### src/rtl/sdt_pkg.sv
// Package of the stopped duration tracker: widths, codes and shared types.
// No dependencies.
package sdt_pkg;
    localparam int ENTRIES_DEF = 64;
    localparam int TW = 63;
    localparam int IDW = 64;
    localparam int VW = 20;
    localparam int THRW = 19;
    localparam int TOW = 40;

    localparam logic [1:0] CMD_FRAME = 2'd0;
    localparam logic [1:0] CMD_OBJ   = 2'd1;
    localparam logic [1:0] CMD_EGO   = 2'd2;
    localparam logic [1:0] CMD_QUERY = 2'd3;

    localparam logic [1:0] ST_DONE   = 2'd0;
    localparam logic [1:0] ST_IGN    = 2'd1;
    localparam logic [1:0] ST_FULL   = 2'd2;
    localparam logic [1:0] ST_NODUR  = 2'd3;

    localparam logic CFG_THR = 1'b0;
    localparam logic CFG_TO  = 1'b1;

    // Classified item handed from the front part to the back part.
    typedef struct packed {
        logic [1:0]     cmd;
        logic [TW-1:0]  stamp;
        logic [IDW-1:0] id_hi;
        logic [IDW-1:0] id_lo;
        logic           stopped;
    } t_item;
endpackage

### src/rtl/sdt_queue.sv
// Short queue that decouples the front part from the back part.
// Depends on sdt_pkg for the item type.
module sdt_queue import sdt_pkg::*; (
    input  logic  i_clk,
    input  logic  i_rst_n,
    input  logic  i_valid,
    output logic  o_ready,
    input  t_item i_item,
    output logic  o_valid,
    input  logic  i_ready,
    output t_item o_item
);
    t_item      r_mem [2];
    logic       r_wp, r_rp;
    logic [1:0] r_cnt;
    logic       wr, rd;

    assign o_ready = r_cnt != 2'd2;
    assign o_valid = r_cnt != 2'd0;
    assign o_item  = r_mem[r_rp];
    assign wr = i_valid && o_ready;
    assign rd = o_valid && i_ready;

    always_ff @(posedge i_clk) begin
        if (!i_rst_n) begin
            r_wp <= 1'b0;
            r_rp <= 1'b0;
            r_cnt <= 2'd0;
        end else begin
            if (wr) r_wp <= !r_wp;
            if (rd) r_rp <= !r_rp;
            r_cnt <= r_cnt + 2'(wr) - 2'(rd);
        end
        if (wr) r_mem[r_wp] <= i_item;
    end
endmodule

### config.mk
export PLATFORM = sky130hd
export DESIGN_NAME = sdt_queue
export DESIGN_NICKNAME = d
export VERILOG_FILES = /design/src/rtl/sdt_pkg.sv /design/src/rtl/sdt_queue.sv
export SDC_FILE = /design/constraint.sdc
export NUM_CORES = 1
export LEC_CHECK = 0
export BUFFER_PORTS_ARGS = -buffer_cell sky130_fd_sc_hd__buf_2
export CAP_MARGIN = 20
export CORE_UTILIZATION = 40
export DETAILED_ROUTE_END_ITERATION = 10
export GPL_ROUTABILITY_DRIVEN = 0
export GPL_TIMING_DRIVEN = 0
export PLACE_DENSITY = 0.59
export SLEW_MARGIN = 20
export SYNTH_ARGS = -nofsm -noshare
export SYNTH_HDL_FRONTEND = slang
export SYNTH_SLANG_ARGS = --single-unit
### constraint.sdc
create_clock -name i_clk -period 17.4 [get_ports i_clk]
set_clock_uncertainty 0.05 [all_clocks]
set_input_delay 3.48 -clock i_clk [delete_from_list [all_inputs] [get_ports i_clk]]
set_output_delay 3.48 -clock i_clk [all_outputs]
set_load 0.02 [all_outputs]
==> results of run 1 <==
==> cells by family after synthesis <==
group                      count (synthesis)
buffers and inverters                     24
xor gates and xnor gates                   1
adders and majority gates                  1
and+or+nand+nor                           15
muxes                                    194
AOI/OAI and AO/OA                          6
DFF                                      393
==> synthesized netlist by cell type (2+ instances only) <==
library cell / count
edfxtp_1: 388
mux2_4: 160
mux2_2: 34
buf_6: 18
dfxtp_1: 5
nor2_1: 4
buf_2: 3
and3_1: 2
inv_1: 2
o21ai_0: 2
==> registers in the layout (all words and copies together) (netlist names), named ones only <==
| name | cells |
|---|---|
| r_mem | 388 |
| r_cnt | 2 |
| r_rp | 1 |
| r_wp | 1 |
==> final cells by class <==
class / instances / area, um^2
sequential: 393 / 11800
timing repair buffer: 399 / 2130
tap: 468 / 586
antenna: 1 / 2.50
buffer: 22 / 233
clock inverter: 17 / 108
multi-input combinational: 217 / 2950
clock buffer: 57 / 1170
inverter: 2 / 15.0
fill: 3046 / 17800
==> how the worst min path moves through the flow <==
stage,end,cells past startpoint,slack [ns]
after floorplan,flop,2,0.42
after global placement,r_rp$_SDFFE_PN0P_,2,0.44
after detailed placement,flop,2,0.45
after CTS,flop,2,0.46
after global routing,r_rp$_SDFFE_PN0P_,2,0.51
final,r_rp$_SDFFE_PN0P_,2,0.46
==> through the flow <==
stage               instance area [um^2]  worst slack (ns)  power [W]  hold slack (ns)
floorplan                          14900              8.81    0.00168            0.422
global placement                   17500              5.76    0.00189            0.440
detailed placement                 17700             12.23    0.00187            0.449
CTS                                18900             11.86    0.00272            0.463
global route                       18900             11.85    0.00278            0.509
finish                             18900             11.96    0.00267            0.458
==> layer usage <==
metal / track usage, % / vias to the layer above / routed length (um)
met2: 26.1 / 246 / 14800
met3: 5.32 / 46 / 2350
li1: - / 3436 / -
met4: 6.30 / 2 / 638
met5: 0 / - / 14
met1: 18.3 / 3620 / 11700
==> critical path, stage by stage (launching register included) <==
cell and delay (ns):
dfxtp_1 0.32, buf_6 0.13, buf_8 0.19, buf_6 0.22, mux2_4 0.31, buf_2 0.18
==> power breakdown <==
group / leakage (nW) / internal [W] / switching, W
clock: 0.621 / 0.000485 / 0.000344
sequential: 3.67 / 0.00115 / 0.0000213
combinational: 3.09 / 0.000301 / 0.000371
==> reports/metrics.yaml, run 1 <==
core_area_um2: 36700
powerDensity_nw_per_um2: 141
synth_top_family_by_area: "multiplexers"
cts_buffer_depth: 3
critPathLaunchType: "flop"
ys.flop_type: "edfxtp_1"
setup_viol: 0
final_cells: 1576
worstPathArrival_ns: 1.91
r2r_cells: 4
ant_nets: 0
cts_tree: "yes"
seq_area_frac_synth_pct: 78.7
status: "completed"
ys_warn_count: 0
syn_area_per_cell_um2: 23.6
synth_cells: 634
h-tree-depth: 2
rsz0062_at_grt: "no"
mappedNetlistNets: 833
clock.fmax_mhz: 184
wl_per_cell_um: 18.7
synthToLayoutAreaGrowth_pct: 26.9
cp.required_ns: 13.87
min_from: "r_rp$_SDFFE_PN0P_"
cts_sinks: 393
layout.nets: 1277
rrSetupSlack_ns: 15.25
yosysTopAreaCellShare_pct: 78.0
maxSlewHeadroom_pct: 61.9
hold_class: "flop to flop"
yosys.area.top_type: "edfxtp_1"
post_cts_buffers: 0
first_global_vias: 7700
cts_resized: 0
antenna_found_initial: 2
grt_usage_pct: 15.6
final_cell_mix: "buf_2, edfxtp_1, mux2_4, clkbuf_16, mux2_2"
setup_tns_ns: 0
synth_xor_area_share_pct: 0.0587
synth_cell_types: 26
hold_buffers: 0
synth_compound_area_share_pct: 0.293
path_class: "flop to output pin"
clk_latency_ns: 0.55
grt_overflow: 0
drt-vias-per-instance: 4.66
cts.clk_slew.worst_paths_ns: 0.06
rr_startpoint: "r_cnt[0]$_SDFF_PN0_"
p_leak_nw: 7.38
ctsRootBufferMaster: "clkbuf_16"
synthMuxAreaShare_pct: 18.7
floorplan.die.height_um: 195
die_w_um: 195
ys_async_sr_fraction_pct: 0
period_share_pct: 31.3
syn_area_um2: 14900
synth_fa_ha_area_share_pct: 0.0838
die-area_um2: 38100
drive_gt1_share_pct: 60.7
drt_iter0_drc: 348
io_pins: 394
min_period_ns: 5.44
synth_area_leaders: "edfxtp_1, mux2_4, mux2_2"
dp_hpwl_mm: 19.9
final_common_cell: "buf_2"
numCtsBuffers: 43
grt_max_degree: 93
start_util_pct: 40.7
worst_pin_slew_ns: 0.571
cp-endpoint: "o_item[47]"
r2r_end: "r_mem[1][119]$_DFFE_PP_"
drt-total-wl_mm: 29.5
rows: 70
drc: 0
io_buffer_count: 393
endpoint_kind: "output pin"
report.final.slew_viol_count: 0
peakVddDrop_uv: 133
final_util_pct: 51.6
crit_fanout: 10
vias: 7350
detailedRoute.firstPassIterationCount: 4
synth-edff-count: 388
dp.cells: 1501
finalHoldViolations: 0
grt_pass1_wl_mm: 44.8
synth-seq-cells: 393
cap_viol_max_count: 0
synth_simple_gate_area_share_pct: 0.612
Note: power is estimated with default switching activity, not from simulation.
==> run 2: changes to the inputs <==
- PLACE_DENSITY: 0.59 -> 0.62
- clock period: 17.4 -> 4.47 ns (I/O delays scaled with it)
==> reports/metrics.yaml, run 2 (synthesized netlist as in run 1, its figures left out) <==
rsz0062_at_grt: "no"
ant_nets: 0
rows: 70
p_leak_nw: 7.47
grt_usage_pct: 15.6
peakVddDrop_uv: 453
largest_reg_flops: 388
grt_pass1_wl_mm: 44.6
n_fill_cell: 3018
cts_resized: 0
dp_hpwl_mm: 21.0
cap_viol_max_count: 0
powerDensity_nw_per_um2: 555
total_power_w: 0.0106
detailedRoute.firstPassIterationCount: 4
cts_tree: "yes"
ctsRootBufferMaster: "clkbuf_16"
period_share_pct: 63.9
first_global_vias: 7821
top_regs: "r_mem x388, r_cnt x2"
io_pins: 394
cts_buffer_depth: 3
synthToLayoutAreaGrowth_pct: 28.2
crit_fanout: 10
wl_per_cell_um: 19.0
place_area_um2: 17800
cp.required_ns: 3.53
grt_overflow: 0
cts.clk_slew.worst_paths_ns: 0.06
die-area_um2: 38100
drt-vias-per-instance: 4.67
path_class: "flop to output pin"
h-tree-depth: 2
die_w_um: 195
drc: 0
drt-total-wl_mm: 30.1
start_util_pct: 40.7
clock.fmax_mhz: 350
grt_max_degree: 49
min_period_ns: 2.86
drt_iter0_drc: 214
layout.nets: 1282
critPathLaunchType: "flop"
numCtsBuffers: 42
floorplan.die.height_um: 195
post_cts_buffers: 0
maxSlewHeadroom_pct: 65.6
status: "completed"
drive_gt1_share_pct: 61.6
final_cells: 1587
final_cell_mix: "buf_2, edfxtp_1, mux2_4, clkbuf_16, mux2_2"
hold_class: "flop to flop"
final_common_cell: "buf_2"
clk_latency_ns: 0.54
core_area_um2: 36700
worstPathArrival_ns: 1.91
dp.cells: 1507
vias: 7409
fin_area_um2: 19100
finalHoldViolations: 0
endpoint_kind: "output pin"
io_buffer_count: 393
final_util_pct: 52.2
cts_sinks: 393
worst_pin_slew_ns: 0.515
setup_viol: 0
hold_buffers: 0
antenna_found_initial: 8
largest_register: "r_mem"
report.final.slew_viol_count: 0
-- run 2: worst paths after layout --
check / end / depth (start not counted) / startpoint / slack (ns)
setup reg to reg: r_mem[1][156]$_DFFE_PP_ / 5 / r_cnt[0]$_SDFF_PN0_ / 2.04
hold reg to reg: r_rp$_SDFFE_PN0P_ / 2 / r_rp$_SDFFE_PN0P_ / 0.46
hold / removal: r_rp$_SDFFE_PN0P_ / 2 / r_rp$_SDFFE_PN0P_ / 0.46
setup / recovery: o_item[189] / 5 / flop / 1.61
-- run 2: through the flow --
stage,worst slack [ns],hold WS (ns),setup TNS [ns]
after floorplan,0.106,0.422,0
after CTS,1.51,0.436,0
after global placement,-2.06,0.439,-571.10
final,1.61,0.460,0
after global routing,1.51,0.448,0
after detailed placement,1.54,0.450,0
-- run 2: worst max-delay path: stages (launching register included) --
cell and delay, ns:
dfxtp_1 0.32, buf_6 0.12, buf_6 0.20, buf_6 0.22, mux2_4 0.31, buf_2 0.18
-- run 2: routing by layer --
layer  global-route usage (%)  vias to the layer above  wire length (um)
met5                        0                        -                33
met4                     7.14                        6               890
met3                     5.42                       57              2370
met2                     26.6                      250             15200
met1                     17.5                     3653             11600
li1                         -                     3443                 -
-- run 2: layout make-up --
cell class | instances | area (um^2) | share of cell area, %
inverters | 2 | 11.3 | 0.0588
clock buffers | 53 | 1110 | 5.82
multi-input cells | 217 | 2950 | 15.4
flip-flops and latches | 393 | 11800 | 61.4
plain buffers | 22 | 233 | 1.22
repair buffers | 405 | 2250 | 11.8
well taps | 468 | 586 | 3.06
diodes | 5 | 12.5 | 0.0654
clock inverters | 22 | 238 | 1.24
-- run 2: report_power, final --
group / total, W / switching (W) / internal (W)
clock network: 0.00340 / 0.00135 / 0.00205
registers: 0.00456 / 0.0000845 / 0.00447
logic: 0.00267 / 0.00147 / 0.00121
total: 0.0106 / 0.00289 / 0.00773
