<file path="src/rtl/sdt_pkg.sv">
// Package of the stopped duration tracker: widths, codes and shared types.
// No dependencies.
package sdt_pkg;
    localparam int ENTRIES_DEF = 64;
    localparam int TW = 63;
    localparam int IDW = 64;
    localparam int VW = 20;
    localparam int THRW = 19;
    localparam int TOW = 40;

    localparam logic [1:0] CMD_FRAME = 2'd0;
    localparam logic [1:0] CMD_OBJ   = 2'd1;
    localparam logic [1:0] CMD_EGO   = 2'd2;
    localparam logic [1:0] CMD_QUERY = 2'd3;

    localparam logic [1:0] ST_DONE   = 2'd0;
    localparam logic [1:0] ST_IGN    = 2'd1;
    localparam logic [1:0] ST_FULL   = 2'd2;
    localparam logic [1:0] ST_NODUR  = 2'd3;

    localparam logic CFG_THR = 1'b0;
    localparam logic CFG_TO  = 1'b1;

    // Classified item handed from the front part to the back part.
    typedef struct packed {
        logic [1:0]     cmd;
        logic [TW-1:0]  stamp;
        logic [IDW-1:0] id_hi;
        logic [IDW-1:0] id_lo;
        logic           stopped;
    } t_item;
endpackage

</file>
<file path="src/rtl/sdt_front.sv">
// Front part: accepts items and classifies the velocity as stopped or moving.
// Depends on sdt_pkg; two registered stages, with all multipliers in the second.
module sdt_front import sdt_pkg::*; (
    input  logic            i_clk,
    input  logic            i_rst_n,
    input  logic            i_valid,
    output logic            o_ready,
    input  logic [1:0]      i_command,
    input  logic [TW-1:0]   i_stamp,
    input  logic [IDW-1:0]  i_uuid_high,
    input  logic [IDW-1:0]  i_uuid_low,
    input  logic signed [VW-1:0] i_vel_x,
    input  logic signed [VW-1:0] i_vel_y,
    input  logic [THRW-1:0] i_thr,
    output logic            o_valid,
    input  logic            i_ready,
    output t_item           o_item
);
    logic          r_v1;
    t_item         r_it1;
    logic [VW-1:0] r_ax, r_ay;
    logic [THRW-1:0] r_thr;
    logic [VW-1:0] ax, ay;
    logic [2*VW:0] sq;
    logic [2*THRW-1:0] tsq;
    logic          adv;

    assign ax = i_vel_x[VW-1] ? VW'(-i_vel_x) : i_vel_x;
    assign ay = i_vel_y[VW-1] ? VW'(-i_vel_y) : i_vel_y;
    assign adv = !o_valid || i_ready;
    assign o_ready = !r_v1 || adv;

    // Squares in the second stage.
    assign sq  = (2*VW+1)'(r_ax) * (2*VW+1)'(r_ax) + (2*VW+1)'(r_ay) * (2*VW+1)'(r_ay);
    assign tsq = r_thr * r_thr;

    always_ff @(posedge i_clk) begin
        if (!i_rst_n) begin
            r_v1 <= 1'b0;
            o_valid <= 1'b0;
        end else begin
            if (o_ready) r_v1 <= i_valid;
            if (adv) o_valid <= r_v1;
        end
        if (o_ready && i_valid) begin
            r_it1 <= '{i_command, i_stamp, i_uuid_high, i_uuid_low, 1'b0};
            r_ax <= ax;
            r_ay <= ay;
            r_thr <= i_thr;
        end
        if (adv && r_v1) begin
            o_item <= '{r_it1.cmd, r_it1.stamp, r_it1.id_hi, r_it1.id_lo,
                        sq < (2*VW+1)'(tsq)};
        end
    end
endmodule

</file>
<file path="config.mk">
export PLATFORM = sky130hd
export DESIGN_NAME = sdt_front
export DESIGN_NICKNAME = d
export VERILOG_FILES = /design/src/rtl/sdt_pkg.sv /design/src/rtl/sdt_front.sv
export SDC_FILE = /design/constraint.sdc
export NUM_CORES = 2
export LEC_CHECK = 0
export ABC_CLOCK_PERIOD_IN_PS = 21100
export BUFFER_PORTS_ARGS = -buffer_cell sky130_fd_sc_hd__buf_4
export CELL_PAD_IN_SITES_DETAIL_PLACEMENT = 0
export CELL_PAD_IN_SITES_GLOBAL_PLACEMENT = 1
export CORE_MARGIN = 4
export CORE_UTILIZATION = 46
export CTS_BUF_LIST = sky130_fd_sc_hd__clkbuf_16
export DETAILED_ROUTE_END_ITERATION = 7
export MAX_ROUTING_LAYER = met4
export PLACE_DENSITY = 0.74
export SLEW_MARGIN = 15
export SYNTH_ARGS = -nofsm -noshare
export SYNTH_HDL_FRONTEND = slang
export SYNTH_SLANG_ARGS = --single-unit
</file>
<file path="constraint.sdc">
create_clock -name i_clk -period 21.1 [get_ports i_clk]
set_clock_uncertainty 0.1 [all_clocks]
set_input_delay 4.22 -clock i_clk [delete_from_list [all_inputs] [get_ports i_clk]]
set_output_delay 4.22 -clock i_clk [all_outputs]
set_load 0.01 [all_outputs]
</file>
==> impl.org <==
** STA
- Highest Clock Rate :: 99.5 MHz
- Relative slew slack :: 0.267
- The final-report max-slew violation count is 0.
- At the pin with the least slew margin, the transition time is 1.08 ns.
- The number of hold violations in the final report was 0.
- Setup violations remaining at the end of the flow were counted as 0.
- For the final routed database, the setup TNS stands at 0 ns.
- Period minus WS final :: 10.05 ns
- WHS :: 0.302 ns
- Final WS setup :: between 10 and 15 ns
- Final period util :: 0.476
- RSZ-0062 raised after global routing :: false

** Logic synthesis
- Synthesized instance count :: 4257
- Top flip-flop cell by instance count after synthesis :: sky130_fd_sc_hd__edfxtp_1
- A synthesized cell averages between 10 and 15 um2.
- The share of the Yosys chip area taken by registers is 0.280.
- Total nets after synthesis :: 5811
- During synthesis, Yosys emitted a total of 0 warnings.
- Library cells used by synthesis :: 60
- For this run, asynchronously set or reset flops after synthesis account for 0.
- Synth area leaders :: sky130_fd_sc_hd__fa_1 (37%), sky130_fd_sc_hd__edfxtp_1 (28%), sky130_fd_sc_hd__ha_1 (11%)
- Register bit total from synthesis :: 448
- Summed over all instances, the cell type with the most area after synthesis is sky130_fd_sc_hd__fa_1.
- Yosys mapped a number of flops with a built-in enable equal to 446.
- After synthesis the cells add up to 48000 um2.
- Of the post-synthesis cell area, the dominant cell type holds 0.370.

** Floorplanning
- Row count :: between 100 and 150
- The floorplan step defined a die boundary enclosing approximately 110000 um2.
- Floorplan die height :: 331 um
- The die is 331 um wide.
- Effective utilization at floorplan :: 0.464
- Area of the core region :: slightly above 100000 um2
- Count of pins on the block boundary :: about 450

** Place
- Pre-CTS WS :: 11.13 ns
- Buffers placed on the I/O ports in this run total 451.
- The placed instances occupy a cell area of 52900 um2.
- HPWL after DPL :: 92800 um
- Weighted congestion at the end of routability-driven global placement :: 0.881

** Global routing
- The first global-routing pass estimated 178000 um of wire.
- Overflow left after global routing :: 0
- The via count of the first global-routing pass came to 33200.
- Initial antenna violation count :: 9
- Maximum number of pins on one net before global-route repair :: 75
- In the global route stage, overall resource usage came out at 0.220.

** Setup path
- Crit start category :: flip-flop
- Depth of the most critical reg-to-reg path :: 36
- Endpoint of the most critical register-to-register path :: o_item[0]
- Library cell appearing most often on the critical path :: sky130_fd_sc_hd__fa_1
- Setup slack of the most critical reg-to-reg path :: 11.05 ns
- Worst Path Arrival :: 10.42 ns
- In this design, the stage delay of the slowest critical-path cell is 0.75 ns.
- On the critical path, the stage with the largest delay is an instance of sky130_fd_sc_hd__edfxtp_1.
- STA classifies the critical path endpoint as a flip-flop.
- Highest net fanout along the worst path :: 15
- FF-to-FF Start :: r_ax[7]
- Crit path required time :: 21.47 ns
- Category of the most critical setup path :: flip-flop to flip-flop

** Drt
- After the first detailed-routing iteration, the DRC count stood at 1258.
- Routed vias :: 29600
- Vias per Instance :: 4.86
- Drt first pass iters :: 5
- The detail route stage leaves a number of antenna-violating nets equal to 0.
- Drt drc :: 0
- Sum of routed wire length over all layers :: 111000 um
- DR WL/cell :: 18.3 um

** Final layout
- After filler insertion, the fill cell instance count of the layout stands at 9193.
- The area growth from synthesis to layout is 13.3%.
- Net total in the final layout :: roughly 6200
- Layout cells sized above 1 :: 0.119
- Final standard cell area without fillers :: 54400 um2

** CTS
- CTS tree :: done
- Once the clock tree was built, the resizer swapped 0 gates to a different size.
- Total clock sinks :: 448
- Clock buffer depth :: 3
- CTS placed an instance of sky130_fd_sc_hd__clkbuf_16 at the clock tree root.
- At the later pin of the worst-skew pair, clock insertion delay measures 0.66 ns.
- The H-tree was split into 2 levels.
- Clock-pin slew was measured on the worst setup and hold paths at ~0.07 ns.
- Hold buffers post-CTS :: 0
- Buffers added to address setup during post-CTS repair amount to 0.
- Clock tree synthesis inserted a total of between 40 and 50 buffers.

** Worst hold path
- The worst hold path begins at r_it1[88].
- The tightest min-delay check is of the flip-flop to flip-flop type.
- The worst hold path terminates at o_item[88].
- Along the worst hold path, the cell count comes to 0.

** Run
- Max-cap violations in this run came to 0.

** Run status
- The run finished with clean final reports.
layout make-up:
class,count,area (um2),share of cell area
timing repair buffer,469,3520,0.0647
antenna,7,17.5,0.000322
clock buffer,48,1200,0.0221
clock inverter,39,317,0.00582
sequential,448,13400,0.247
multi-input combinational,2455,29500,0.542
tap,1380,1730,0.0317
inverter,1250,4690,0.0863
per-stage QoR:
step / util / cells
floorplan: - / 4257
global placement: 0.511 / 6002
detailed placement: 0.511 / 6002
CTS: 0.525 / 6089
global route: 0.526 / 6095
finish: 0.526 / 6096
per-layer routing:
| metal | vias up | wire length (um) | global-route usage |
|---|---|---|---|
| met5 | - | 0 | - |
| li1 | 13700 | - | - |
| met4 | 0 | 3920 | 0.0677 |
| met2 | 654 | 58500 | 0.384 |
| met1 | 15100 | 40800 | 0.249 |
| met3 | 176 | 8320 | 0.0576 |
worst max-delay path: cells and delay by family, from the launching register on:
family	cells	cell delay, ns
adders and majority gates	10	4.38
xor gates and xnor gates	2	0.35
and+or+nand+nor	2	0.37
buffers and inverters	6	0.61
AOI/OAI and AO/OA	16	3.29
DFF	1	0.75
synth_stat cells (2+ instances only):
library cell                count
sky130_fd_sc_hd__a2111o_1       3
sky130_fd_sc_hd__a2111oi_0      2
sky130_fd_sc_hd__a211o_1        4
sky130_fd_sc_hd__a211oi_1       3
sky130_fd_sc_hd__a21boi_0       2
sky130_fd_sc_hd__a21o_1        48
sky130_fd_sc_hd__a21oi_1       82
sky130_fd_sc_hd__a31o_2         2
sky130_fd_sc_hd__a31oi_1        6
sky130_fd_sc_hd__a41oi_1        2
sky130_fd_sc_hd__and2_1       213
sky130_fd_sc_hd__and3_1        13
sky130_fd_sc_hd__and4_1         3
sky130_fd_sc_hd__clkbuf_1     102
sky130_fd_sc_hd__dfxtp_1        2
sky130_fd_sc_hd__edfxtp_1     446
sky130_fd_sc_hd__fa_1         886
sky130_fd_sc_hd__ha_1         412
sky130_fd_sc_hd__inv_1       1250
sky130_fd_sc_hd__mux2_2         3
sky130_fd_sc_hd__nand2_1      339
sky130_fd_sc_hd__nand2b_1      13
sky130_fd_sc_hd__nand3_1       11
sky130_fd_sc_hd__nand4_1       14
sky130_fd_sc_hd__nor2_1        91
sky130_fd_sc_hd__nor2b_1       21
sky130_fd_sc_hd__nor3_1        13
sky130_fd_sc_hd__nor4b_1        2
sky130_fd_sc_hd__o2111a_1       2
sky130_fd_sc_hd__o2111ai_1      3
sky130_fd_sc_hd__o211ai_1       4
sky130_fd_sc_hd__o21a_1        12
sky130_fd_sc_hd__o21ai_0       44
sky130_fd_sc_hd__o21ai_1        2
sky130_fd_sc_hd__o21bai_1      10
sky130_fd_sc_hd__o31a_1         3
sky130_fd_sc_hd__o31ai_1       17
sky130_fd_sc_hd__o41ai_1        4
sky130_fd_sc_hd__or2_2         10
sky130_fd_sc_hd__or3_1          9
sky130_fd_sc_hd__or4_1          9
sky130_fd_sc_hd__xnor2_1       88
sky130_fd_sc_hd__xor2_1        35
flip-flops by register name (all words and copies together), names as in the netlist:
signal   flops
r_v1         1
r_it1      193
r_ax        20
r_thr       19
r_ay        20
o_valid      1
o_item     194
cells by family (layout without fill, tap and decap cells):
family | count (synthesis) | after routing | share of synthesized area
mux | 4 | 4 | 0.000912
other cells | 1 | 8 | 0.0000781
simple gates | 765 | 765 | 0.0774
xor+xnor | 123 | 123 | 0.0224
buf+inv | 1354 | 1806 | 0.106
compound gates | 264 | 264 | 0.0363
flops | 448 | 448 | 0.280
fa+ha+maj | 1298 | 1298 | 0.477
how the worst max path moves through the flow:
stage,startpoint,endpoint
final,r_ax[7],o_item[0]
after global placement,r_ay[12],o_item[0]
after global routing,r_ax[7],o_item[0]
after detailed placement,r_ay[12],o_item[0]
after floorplan,i_ready,o_item[0]
after CTS,r_ax[7],o_item[0]
cells in the final DEF, fill, tap and decap left out, types with 44 or more instances in the layout:
master	synthesis	layout
sky130_fd_sc_hd__nand2_1	339	339
sky130_fd_sc_hd__and2_1	213	212
sky130_fd_sc_hd__a21o_1	48	48
sky130_fd_sc_hd__fa_1	886	886
sky130_fd_sc_hd__clkbuf_16	0	48
sky130_fd_sc_hd__edfxtp_1	446	446
sky130_fd_sc_hd__o21ai_0	44	44
sky130_fd_sc_hd__ha_1	412	412
sky130_fd_sc_hd__buf_4	0	469
sky130_fd_sc_hd__xnor2_1	88	88
sky130_fd_sc_hd__nor2_1	91	91
sky130_fd_sc_hd__inv_1	1250	1258
sky130_fd_sc_hd__a21oi_1	82	82
Power is left out: the tool's default activity adds up to more than one toggle a clock period on the data nets, which glitch-free logic cannot reach.
